===== src/rtl/core/cpg_pkg.sv =====
// Shared constants and control types of the circle point generator.
package cpg_pkg;

	// Default sizes of the quadrant store and the radius range.
	localparam int MAX_QUADRANT_POINTS_DEF = 1024;
	localparam int MAX_RADIUS_DEF = 511;

	// Fixed widths of the beat fields.
	localparam int CENTER_W = 12;
	localparam int RADIUS_W = 9;
	localparam int POINT_W = 13;

	// Codes of the mode field.
	localparam logic MODE_START = 1'b0;
	localparam logic MODE_NEXT = 1'b1;

	// Commands from the controller to the datapath.
	typedef struct packed {
		logic start_load;
		logic walk_step;
		logic emit_read;
		logic out_load;
	} cpg_cmd_t;

	// Status from the datapath to the controller.
	typedef struct packed {
		logic walk_last;
		logic out_blocked;
	} cpg_sts_t;

endpackage


===== src/rtl/core/cpg_ctrl.sv =====
// Controller state machine of the circle point generator.
module cpg_ctrl import cpg_pkg::*; (
	input  logic     clk,
	input  logic     arst_n,
	input  logic     cmd_valid,
	input  logic     mode,
	output logic     cmd_stall,
	input  cpg_sts_t sts,
	output cpg_cmd_t cmd
);

	typedef enum logic [2:0] {
		ST_IDLE = 3'b001,
		ST_WALK = 3'b010,
		ST_EMIT = 3'b100
	} cpg_state_t;

	cpg_state_t state_q, state_d;

	// New beats are taken only while idle.
	assign cmd_stall = (state_q != ST_IDLE);

	// Next state and command decode.
	always_comb begin
		state_d = state_q;
		cmd = '0;
		unique case (state_q)
			ST_IDLE: begin
				if (cmd_valid) begin
					if (mode == MODE_START) begin
						cmd.start_load = 1'b1;
						state_d = ST_WALK;
					end else begin
						cmd.emit_read = 1'b1;
						state_d = ST_EMIT;
					end
				end
			end
			ST_WALK: begin
				cmd.walk_step = 1'b1;
				if (sts.walk_last) begin
					state_d = ST_IDLE;
				end
			end
			ST_EMIT: begin
				if (!sts.out_blocked) begin
					cmd.out_load = 1'b1;
					state_d = ST_IDLE;
				end
			end
			default: begin
				state_d = ST_IDLE;
			end
		endcase
	end

	// State register.
	always_ff @(posedge clk or negedge arst_n) begin
		if (!arst_n) begin
			state_q <= ST_IDLE;
		end else begin
			state_q <= state_d;
		end
	end

endmodule


===== config.mk =====
export PLATFORM = sky130hd
export DESIGN_NAME = cpg_ctrl
export DESIGN_NICKNAME = d
export VERILOG_FILES = /design/src/rtl/core/cpg_pkg.sv /design/src/rtl/core/cpg_ctrl.sv
export SDC_FILE = /design/constraint.sdc
export NUM_CORES = 1
export LEC_CHECK = 0
export BUFFER_PORTS_ARGS = -buffer_cell sky130_fd_sc_hd__buf_2
export CORE_AREA = 2 2 39 41
export CTS_CLUSTER_DIAMETER = 120
export DETAILED_ROUTE_END_ITERATION = 16
export DIE_AREA = 0 0 41 43
export PLACE_DENSITY = 0.34
export SYNTH_ARGS = -nofsm -noshare
export SYNTH_HDL_FRONTEND = slang
export SYNTH_SLANG_ARGS = --single-unit

===== constraint.sdc =====
create_clock -name clk -period 0.92 [get_ports clk]
set_input_delay 0.092 -clock clk [delete_from_list [all_inputs] [get_ports clk]]
set_output_delay 0.092 -clock clk [all_outputs]
set_load 0.02 [all_outputs]

==> results of run 1 <==
-- area by class of cell --
cell class                 instances  area [um^2]
multi-input combinational         14        158.9
inverter                           1        3.754
clock buffer                       4        26.28
timing repair buffer              23        192.7
tap                               16        20.02
sequential                         3        77.57
fill                             152        904.6
-- logic make-up (layout without fill, tap and decap cells) --
group / Yosys count / after routing
AO/OA/AOI/OAI: 3 / 3
buffers and inverters: 1 / 28
flip-flops: 3 / 3
AND/OR/NAND/NOR: 11 / 11
-- metal layers --
layer / vias to the layer above / wire (um) / global-route usage (%)
li1: 126 / - / -
met1: 127 / 248 / 9.416
met2: 9 / 354 / 13.44
met3: 2 / 25 / 3.141
met4: 0 / 21 / 10.00
met5: - / 0 / 0
-- stage by stage --
| stage | setup slack (ns) | hold slack (ns) | cells |
|---|---|---|---|
| finish | -0.4852 | 0.07373 | 61 |
| global route | -0.5178 | 0.07722 | 61 |
| CTS | -0.4929 | 0.07013 | 59 |
| floorplan | -0.1931 | -0.2036 | 18 |
| global placement | -0.2501 | -0.1067 | 49 |
| detailed placement | -0.2476 | -0.1124 | 49 |
-- worst max path at each step --
stage | to | slack (ns) | cells after the start
floorplan | cmd[3] | -0.19 | 2
global placement | cmd[1] | -0.25 | 3
detailed placement | cmd_stall | -0.25 | 2
CTS | cmd_stall | -0.49 | 2
global route | cmd[1] | -0.52 | 3
finish | cmd_stall | -0.49 | 2
-- where the power goes --
| part | total, W | switching [W] | internal (W) |
|---|---|---|---|
| Sequential | 0.000199 | 0.0000312 | 0.000168 |
| Clock | 0.000245 | 0.0000817 | 0.000163 |
| Combinational | 0.000466 | 0.000170 | 0.000296 |
-- timing repair --
item | in CTS | in global routing
endpoints found under the setup margin | 8 | 8
hold buffers | 1 | 0
resized for setup | 13 | 3
endpoints found under the hold margin | 3 | 0
pin swaps | 4 | 3
buffers inserted | 5 | 2
-- worst max-delay path, stage by stage (launching register included) --
cell and delay, ns:
sky130_fd_sc_hd__dfstp_2 0.55, sky130_fd_sc_hd__or3b_4 0.38, sky130_fd_sc_hd__buf_6 0.14
-- cell usage after synthesis, drive strengths merged --
cell and instances:
nor2b 1, nor3b 1, nand3b 1, and2 1
or3b 2, dfrtp 2, inv 1, nor4b 1
a21oi 2, a211oi 1, dfstp 1, nand4bb 1
nand4b 1, and4bb 2
==> metrics.log, run 1 <==
INFO  metric outcome = finished with violations
INFO  metric violations = setup timing
INFO  metric yosysUniqueCellTypes = 15
INFO  metric reg2reg_depth = 4
INFO  metric worst_ir_drop_vdd = slightly below 500 uV
INFO  metric core_region_area = roughly 1400 um^2
INFO  metric critical_path.reg2reg.startpoint = state_q[0]
INFO  metric max_flop_register = state_q
INFO  metric worst-path-max-fanout = 5
INFO  metric leakage = between 0.2 and 0.25 nW
INFO  metric placed_area = between 300 and 400 um^2
INFO  metric holdCritPathClass = in2reg
INFO  metric whs_path_depth = 3
INFO  metric cp.arrival = ~1.3 ns
INFO  metric rrSetupSlack = -0.24 ns
INFO  metric layout_commonest_cell = sky130_fd_sc_hd__buf_4
INFO  metric cts_inserted_buffers = 3
INFO  metric cts_tree = built
INFO  metric fin_crit_period = about 1.4 ns
INFO  metric final-hold-violation-count = 0
INFO  metric p_per_area = between 1500 and 2000 nW/um^2
INFO  metric final_critical_path_setup_slack = -0.4852 ns
INFO  metric crit_required = ~0.83 ns
INFO  metric first_iter_violations = 3
INFO  metric first_global_vias = 274
INFO  metric floorplan.die_area = roughly 1800 um^2
INFO  metric globalRoute.totalOverflow = 0
INFO  metric antenna_left = 0
INFO  metric path_clk_slew = ~0.040 ns
INFO  metric postLayoutCellArea = ~480 um^2
INFO  metric avgViaCountPerCell = between 4 and 5
INFO  metric htree_levels = 1
INFO  metric report.final.slew_viol_count = 0
INFO  metric mostFrequentLayoutCells = sky130_fd_sc_hd__buf_4, sky130_fd_sc_hd__buf_6, sky130_fd_sc_hd__buf_2, sky130_fd_sc_hd__clkbuf_4, sky130_fd_sc_hd__a21oi_1
INFO  metric critical_path.reg2reg.endpoint = state_q[0]
INFO  metric ios = 11
INFO  metric critical_path_class = reg2out
INFO  metric synth_seq_area_share = a little under two fifths
INFO  metric final_min_period_over_clock_period = 152.7%
INFO  metric rsz_0062_raised_after_global_routing = true
INFO  metric tightestPinTransition = around 0.18 ns
INFO  metric worstHoldStart = sts[1]
INFO  metric fin_skew = between 0.003 and 0.004 ns
INFO  metric flip_flop_count_of_the_largest_register_all_copies_and_words_added = 3
INFO  metric synth_largest_area_cell = sky130_fd_sc_hd__dfrtp_1
INFO  metric largest_cells_by_area_after_synthesis = sky130_fd_sc_hd__dfrtp_1, sky130_fd_sc_hd__dfstp_2, sky130_fd_sc_hd__or3b_1
INFO  metric root_buffer_cell = sky130_fd_sc_hd__clkbuf_4
INFO  metric average_wire_per_cell_in_the_routed_design = between 10 and 15 um
INFO  metric syn-instance-count = 18
INFO  metric power = just over 0.0009 W
INFO  metric synth-seq-cells = 3
INFO  metric mean_instance_size_in_the_synthesized_netlist = about 11 um^2
INFO  metric num-nets-final = 52
INFO  metric yosys-mux-area-fraction = 0%
INFO  metric setup-violations-final = 8
INFO  metric layout.core_utilization = approximately a third
INFO  metric worst_setup_end_kind = primary output
INFO  metric grt_first_pass_wirelength = 1035 um
INFO  metric drtPass1Iterations = 3
INFO  metric hold_end = state_q[0]
INFO  metric synth_compound_gate_area_share = approximately 11%
INFO  metric grt_antenna_before_repair = 0
INFO  metric via_count = ~260
INFO  metric drcViolationCount = 0
INFO  metric top_regs = state_q x3
INFO  metric drive_gt1_share = between 70 and 80%
INFO  metric track_usage = 9.366%
INFO  metric synth_top_area_share = around a quarter
INFO  metric globalplace.congestion = 0.7463
INFO  metric clockBufferDepth = 2
INFO  metric detail_route.wirelength = 650 um
INFO  metric grt_start_max_net_pins = 7
INFO  metric yosys.area_share.adder = 0%
INFO  metric synth_xor_xnor_area_share = 0%
INFO  metric fmax = a little over 700 MHz
INFO  metric clk_sinks = 3
INFO  metric chipHeight = between 40 and 50 um
INFO  metric clkLatencyLatePin = 0.24 ns
INFO  metric mappedNetlistNets = 24
INFO  metric placement_rows = 14
INFO  metric die_w = about 40 um
INFO  metric antennaDiodeCount = 0
INFO  metric dominant_combinational_cell_family_by_area_after_synthesis = simple AND/OR/NAND/NOR gates
INFO  metric yosys_warns = 0
INFO  metric starting_density = roughly 15%
INFO  metric synth-simple-area-share = 50.30%
INFO  metric fin_tns_setup = -2.720 ns
INFO  metric maxCapViolations = 0
INFO  metric synth_area = between 200 and 250 um^2
INFO  metric critical_path.startpoint_type = register
INFO  metric critical_path.startpoint = state_q[0]
INFO  metric area_growth_syn_to_layout = 132.1%
INFO  metric worst_slew_margin_rel = just under 90%
INFO  metric place.port_buffers = 10
(Power assumes the default switching activity.)
==> run 2: changes to the inputs <==
- PLACE_DENSITY: 0.34 -> 0.33
- clock period: 0.92 -> 1.3 ns (I/O delays scaled with it)
==> metrics.log, run 2 (synthesized netlist as in run 1, its figures left out) <==
INFO  metric outcome = finished with violations (unchanged)
INFO  metric violations = setup timing (unchanged)
INFO  metric worst-path-max-fanout = 3 (was 5)
INFO  metric p_per_area = 1342 nW/um^2 (was 1900 nW/um^2)
INFO  metric worst_setup_end_kind = primary output (unchanged)
INFO  metric drtPass1Iterations = 4 (was 3)
INFO  metric antenna_left = 0 (unchanged)
INFO  metric first_iter_violations = 4 (was 3)
INFO  metric layout_commonest_cell = sky130_fd_sc_hd__buf_2 (was sky130_fd_sc_hd__buf_4)
INFO  metric holdCritPathClass = in2reg (unchanged)
INFO  metric final_critical_path_setup_slack = -0.1342 ns (was -0.4852 ns)
INFO  metric hold_slack = 0.1134 ns (was 0.07373 ns)
INFO  metric drcViolationCount = 0 (unchanged)
INFO  metric detail_route.wirelength = 600 um (was 650 um)
INFO  metric worst_slew_margin_rel = 86.85% (was 87.81%)
INFO  metric placement_rows = 14 (unchanged)
INFO  metric via_count = 232 (was 264)
INFO  metric rsz_0062_raised_after_global_routing = true (unchanged)
INFO  metric globalRoute.totalOverflow = 0 (unchanged)
INFO  metric flip_flop_count_of_the_largest_register_all_copies_and_words_added = 3 (unchanged)
INFO  metric clockBufferDepth = 2 (unchanged)
INFO  metric drive_gt1_share = 71.05% (was 75.56%)
INFO  metric first_global_vias = 233 (was 274)
INFO  metric top_regs = state_q x3 (unchanged)
INFO  metric path_clk_slew = 0.04 ns (about the same)
INFO  metric avgViaCountPerCell = 4.296 (was 4.328)
INFO  metric num-nets-final = 45 (was 52)
INFO  metric max_flop_register = state_q (unchanged)
INFO  metric post-place-cells = 46 (was 49)
INFO  metric final_min_period_over_clock_period = 110.3%
INFO  metric detailedPlacementHpwl = around 440 um
INFO  metric htree_levels = 1 (unchanged)
INFO  metric mostFrequentLayoutCells = sky130_fd_sc_hd__buf_2, sky130_fd_sc_hd__buf_6, sky130_fd_sc_hd__buf_4, sky130_fd_sc_hd__clkbuf_4 (was sky130_fd_sc_hd__buf_4, sky130_fd_sc_hd__buf_6, sky130_fd_sc_hd__buf_2, sky130_fd_sc_hd__clkbuf_4, sky130_fd_sc_hd__a21oi_1)
INFO  metric setup-violations-final = 4 (was 8)
INFO  metric nFillCells = 150 (was 152)
INFO  metric worst_ir_drop_vdd = 453.8 uV (was 497.4 uV)
INFO  metric clkLatencyLatePin = 0.24 ns (about the same)
INFO  metric starting_density = 14.92% (unchanged)
INFO  metric core_region_area = 1384 um^2 (unchanged)
INFO  metric die_w = 41 um (unchanged)
INFO  metric chipHeight = 43 um (unchanged)
INFO  metric place.port_buffers = 10 (unchanged)
INFO  metric tightestPinTransition = 0.1971 ns (was 0.1821 ns)
INFO  metric clk_sinks = 3 (unchanged)
INFO  metric critical_path_class = reg2out (unchanged)
INFO  metric instances_no_fill = 54 (was 61)
INFO  metric fin_skew = 0.006118 ns (was 0.003541 ns)
INFO  metric crit_required = 1.17 ns (was 0.83 ns)
INFO  metric track_usage = 8.342% (was 9.366%)
INFO  metric maxCapViolations = 0 (unchanged)
INFO  metric average_wire_per_cell_in_the_routed_design = 11.11 um (was 10.66 um)
INFO  metric cts_tree = built (unchanged)
INFO  metric final-hold-violation-count = 0 (unchanged)
INFO  metric grt_antenna_before_repair = 0 (unchanged)
INFO  metric area_growth_syn_to_layout = 95.15% (was 132.1%)
INFO  metric ios = 11 (unchanged)
INFO  metric antennaDiodeCount = 0 (unchanged)
INFO  metric grt_start_max_net_pins = 9 (was 7)
INFO  metric critical_path.startpoint_type = register (unchanged)
INFO  metric cts_inserted_buffers = 3 (unchanged)
INFO  metric reg2reg_depth = 4 (unchanged)
INFO  metric whs_path_depth = 3 (unchanged)
INFO  metric report.final.slew_viol_count = 0 (unchanged)
INFO  metric globalplace.congestion = 0.6683 (was 0.7463)
INFO  metric rrSetupSlack = 0.07 ns (was -0.24 ns)
INFO  metric dpl_worst_slack = 0.07312 ns (was -0.2476 ns)
INFO  metric floorplan.die_area = 1763 um^2 (unchanged)
INFO  metric fin_crit_period = 1.434 ns
INFO  metric fmax = roughly 700 MHz
INFO  metric leakage = 0.1744 nW (was 0.2166 nW)
INFO  metric root_buffer_cell = sky130_fd_sc_hd__clkbuf_4 (unchanged)
INFO  metric grt_first_pass_wirelength = 931 um (was 1035 um)
INFO  metric cp.arrival = 1.30 ns (was 1.31 ns)
[run 2: critical path: stages, from the launching register on]
cell,delay (ns)
sky130_fd_sc_hd__dfstp_2,0.53
sky130_fd_sc_hd__and4bb_2,0.27
sky130_fd_sc_hd__nor2b_4,0.15
sky130_fd_sc_hd__buf_6,0.12
[run 2: stage by stage]
step	TNS (ns)	power [W]	utilization (%)	cell area, um^2
final	-0.4372	0.0005406	29.11	402.9
after global routing	-0.6189	0.0005719	29.11	402.9
after CTS	-0.4708	0.0005213	26.85	371.6
after detailed placement	0	0.0003053	21.52	297.8
after global placement	0	0.0003043	21.52	297.8
after floorplan	0	0.0002378	-	212.7
[run 2: area by class of cell]
cell class | instances | area, um^2 | share of cell area [%]
repair buffers | 16 | 126.4 | 31.37
clock buffers | 4 | 26.28 | 6.522
flip-flops and latches | 3 | 77.57 | 19.25
well taps | 16 | 20.02 | 4.969
inverters | 1 | 3.754 | 0.9317
multi-input cells | 14 | 148.9 | 36.96
[run 2: layer usage]
layer	up-vias	global-route usage (%)	part of all wire, %	wire length (um)
met2	9	10.63	51	305
li1	112	-	-	-
met3	2	3.141	5.0	30
met4	0	8.000	2.5	15
met1	109	10.00	41	248
met5	-	0	0	0
[run 2: worst paths after layout]
path / start / end
hold reg to reg: state_q[1] / state_q[2]
setup reg to reg: state_q[0] / state_q[1]
setup / recovery: state_q[0] / cmd[3]
hold / removal: sts[1] / state_q[0]
max in group asynchronous: arst_n / state_q[0]
min in group asynchronous: arst_n / state_q[2]
[run 2: report_power, final]
group	total, W	switching [W]	internal (W)
clock	0.000167	0.0000519	0.000115
combinational	0.000234	0.000101	0.000133
sequential	0.000140	0.0000214	0.000118
[run 2: timing repair]
| action | 4_1_cts | 5_1_grt |
|---|---|---|
| endpoints found under the setup margin | 5 | 5 |
| pin swaps | 3 | 1 |
| gates resized for setup | 9 | 6 |
| hold buffers | 1 | 0 |
| buffers inserted | 1 | 2 |
| hold endpoints to repair | 3 | 0 |
| gates cloned | 0 | 0 |
==> run 3: changes to the inputs <==
- CTS_BUF_LIST: unset -> sky130_fd_sc_hd__clkbuf_4
==> metrics.log, run 3 (synthesized netlist as in run 1, its figures left out) <==
INFO  metric groute.layer.met2.usage = 10.63% (unchanged)
INFO  metric fin_skew = 0.005430 ns (was 0.006118 ns)
INFO  metric fmax = 697.0 MHz (was 697.2 MHz)
INFO  metric nFillCells = 150 (unchanged)
INFO  metric cp.arrival = 1.30 ns (about the same)
INFO  metric avgViaCountPerCell = 4.278 (was 4.296)
INFO  metric antennaDiodeCount = 0 (unchanged)
INFO  metric dpl_worst_slack = 0.07312 ns (unchanged)
INFO  metric track_usage = 8.643% (was 8.342%)
INFO  metric detailedPlacementHpwl = 435.1 um (unchanged)
INFO  metric placed_area = 297.8 um^2 (unchanged)
INFO  metric cp.buffers_inverters = 1 (unchanged)
INFO  metric chipHeight = 43 um (unchanged)
INFO  metric globalRoute.totalOverflow = 0 (unchanged)
INFO  metric cts_tree = built (unchanged)
INFO  metric worst-path-max-fanout = 3 (unchanged)
INFO  metric final-hold-violation-count = 0 (unchanged)
INFO  metric globalplace.congestion = 0.6683 (unchanged)
INFO  metric fin_tns_setup = -0.4396 ns (was -0.4372 ns)
INFO  metric fin_crit_period = 1.435 ns (was 1.434 ns)
INFO  metric critical_path.startpoint = state_q[0] (unchanged)
INFO  metric floorplan.die_area = 1763 um^2 (unchanged)
INFO  metric p_per_area = 1383 nW/um^2 (was 1342 nW/um^2)
INFO  metric global_route.usage.met3 = 3.141% (unchanged)
INFO  metric place.port_buffers = 10 (unchanged)
INFO  metric final_critical_path_setup_slack = -0.1348 ns (was -0.1342 ns)
INFO  metric area_growth_syn_to_layout = 96.97% (was 95.15%)
INFO  metric critical_path.top_delay_family = flip-flops (unchanged)
INFO  metric drive_gt1_share = 73.68% (was 71.05%)
INFO  metric crit_required = 1.17 ns (about the same)
INFO  metric maxCapViolations = 0 (unchanged)
INFO  metric critical_path_class = reg2out (unchanged)
INFO  metric tightestPinTransition = 0.1971 ns (about the same)
INFO  metric report.final.slew_viol_count = 0 (unchanged)
INFO  metric ios = 11 (unchanged)
INFO  metric num-nets-final = 45 (unchanged)
INFO  metric first_iter_violations = 4 (unchanged)
INFO  metric path_clk_slew = 0.04 ns (about the same)
INFO  metric worst_ir_drop_vdd = 453.8 uV (about the same)
INFO  metric worst_setup_end_kind = primary output (unchanged)
INFO  metric violations = setup timing (unchanged)
INFO  metric htree_levels = 1 (unchanged)
INFO  metric worst_path_largest_cell_delay = 0.53 ns (about the same)
INFO  metric setup-violations-final = 4 (unchanged)
INFO  metric average_wire_per_cell_in_the_routed_design = 11.19 um (was 11.11 um)
INFO  metric worstHoldStart = sts[1] (unchanged)
INFO  metric via_count = 231 (was 232)
INFO  metric postLayoutCellArea = 406.6 um^2 (was 402.9 um^2)
INFO  metric detail_route.wirelength = 604 um (was 600 um)
INFO  metric gr-max-usage-layer = met2 (unchanged)
INFO  metric clkLatencyLatePin = 0.24 ns (about the same)
INFO  metric placement_rows = 14 (unchanged)
INFO  metric flip_flop_count_of_the_largest_register_all_copies_and_words_added = 3 (unchanged)
INFO  metric hold_slack = 0.1128 ns (was 0.1134 ns)
INFO  metric antenna_left = 0 (unchanged)
INFO  metric outcome = finished with violations (unchanged)
INFO  metric clockBufferDepth = 2 (unchanged)
INFO  metric first_global_vias = 240 (was 233)
INFO  metric leakage = 0.1778 nW (was 0.1744 nW)
INFO  metric critical_path.reg2reg.startpoint = state_q[0] (unchanged)
INFO  metric rsz_0062_raised_after_global_routing = true (unchanged)
INFO  metric grt_util_met1 = 10.00% (unchanged)
INFO  metric cts_inserted_buffers = 3 (unchanged)
INFO  metric power = 0.0005623 W (was 0.0005406 W)
INFO  metric starting_density = 14.92% (unchanged)
INFO  metric cp_cell_sequence = and4bb_2, nor2b_4, buf_6 (unchanged)
INFO  metric grt_antenna_before_repair = 0 (unchanged)
INFO  metric grt_start_max_net_pins = 9 (unchanged)
INFO  metric final_min_period_over_clock_period = 110.4% (was 110.3%)
INFO  metric drcViolationCount = 0 (unchanged)
INFO  metric die_w = 41 um (unchanged)
INFO  metric root_buffer_cell = sky130_fd_sc_hd__clkbuf_4 (unchanged)
INFO  metric worst_slew_margin_rel = 86.84% (was 86.85%)
INFO  metric layout_commonest_cell = sky130_fd_sc_hd__buf_2 (unchanged)
INFO  metric clk_sinks = 3 (unchanged)
INFO  metric crit_path_top_delay_cell = sky130_fd_sc_hd__dfstp_2 (unchanged)
INFO  metric grt_first_pass_wirelength = 945 um (was 931 um)
INFO  metric mostFrequentLayoutCells = sky130_fd_sc_hd__buf_2, sky130_fd_sc_hd__buf_6, sky130_fd_sc_hd__clkbuf_4, sky130_fd_sc_hd__buf_4 (was sky130_fd_sc_hd__buf_2, sky130_fd_sc_hd__buf_6, sky130_fd_sc_hd__buf_4, sky130_fd_sc_hd__clkbuf_4)
INFO  metric core_region_area = 1384 um^2 (unchanged)
INFO  metric holdCritPathClass = in2reg (unchanged)
INFO  metric max_flop_register = state_q (unchanged)
INFO  metric top_regs = state_q x3 (unchanged)
INFO  metric drtPass1Iterations = 4 (unchanged)
INFO  metric critical_path.startpoint_type = register (unchanged)
==> run 3: routing by layer <==
metal	wire [um]	vias to the layer above	share of wire (%)
met5	0	-	0
met2	310	9	51
li1	-	111	-
met4	15	0	2.5
met3	30	2	5.0
met1	248	109	41
==> run 3: layout make-up <==
cell class	instances	area, um^2	area share (%)
clock buffers	4	30.03	7.385
inverters	1	3.754	0.9231
multi-input cells	14	148.9	36.62
flip-flops and latches	3	77.57	19.08
well taps	16	20.02	4.923
repair buffers	16	126.4	31.08
==> run 3: metrics by stage <==
stage / instances / util (%)
floorplan: 18 / -
global placement: 46 / 21.52
detailed placement: 46 / 21.52
CTS: 52 / 27.12
global route: 54 / 29.39
finish: 54 / 29.39
==> run 3: power by group <==
group / switching (W) / leakage, nW / internal [W]
combinational: 0.000101 / 0.124 / 0.000133
clock: 0.0000528 / 0.0184 / 0.000136
sequential: 0.0000214 / 0.0358 / 0.000118
total: 0.000175 / 0.178 / 0.000387
==> run 3: worst register-to-register path, cell delays in order, from the launching register on <==
cell and delay, ns:
sky130_fd_sc_hd__dfstp_2 0.37, sky130_fd_sc_hd__buf_4 0.15, sky130_fd_sc_hd__buf_6 0.12, sky130_fd_sc_hd__or3b_1 0.36
sky130_fd_sc_hd__a21oi_1 0.15
==> run 3: what timing repair did <==
item,in CTS,in global routing
hold buffers,1,0
gates resized for setup,9,6
endpoints found under the setup margin,5,5
gates cloned,0,0
hold endpoints to repair,3,0
pin swaps,3,1
buffers inserted,1,2
==> run 3: worst paths after layout <==
kind                                   end  slack (ns)  cells past startpoint
min in group asynchronous       state_q[2]        0.22                      2
worst max-delay path                cmd[3]       -0.13                      3
worst min-delay path            state_q[0]        0.11                      3
worst max register to register  state_q[1]        0.07                      4
worst min register to register  state_q[2]        0.51                      1
max in group asynchronous       state_q[0]        0.89                      2
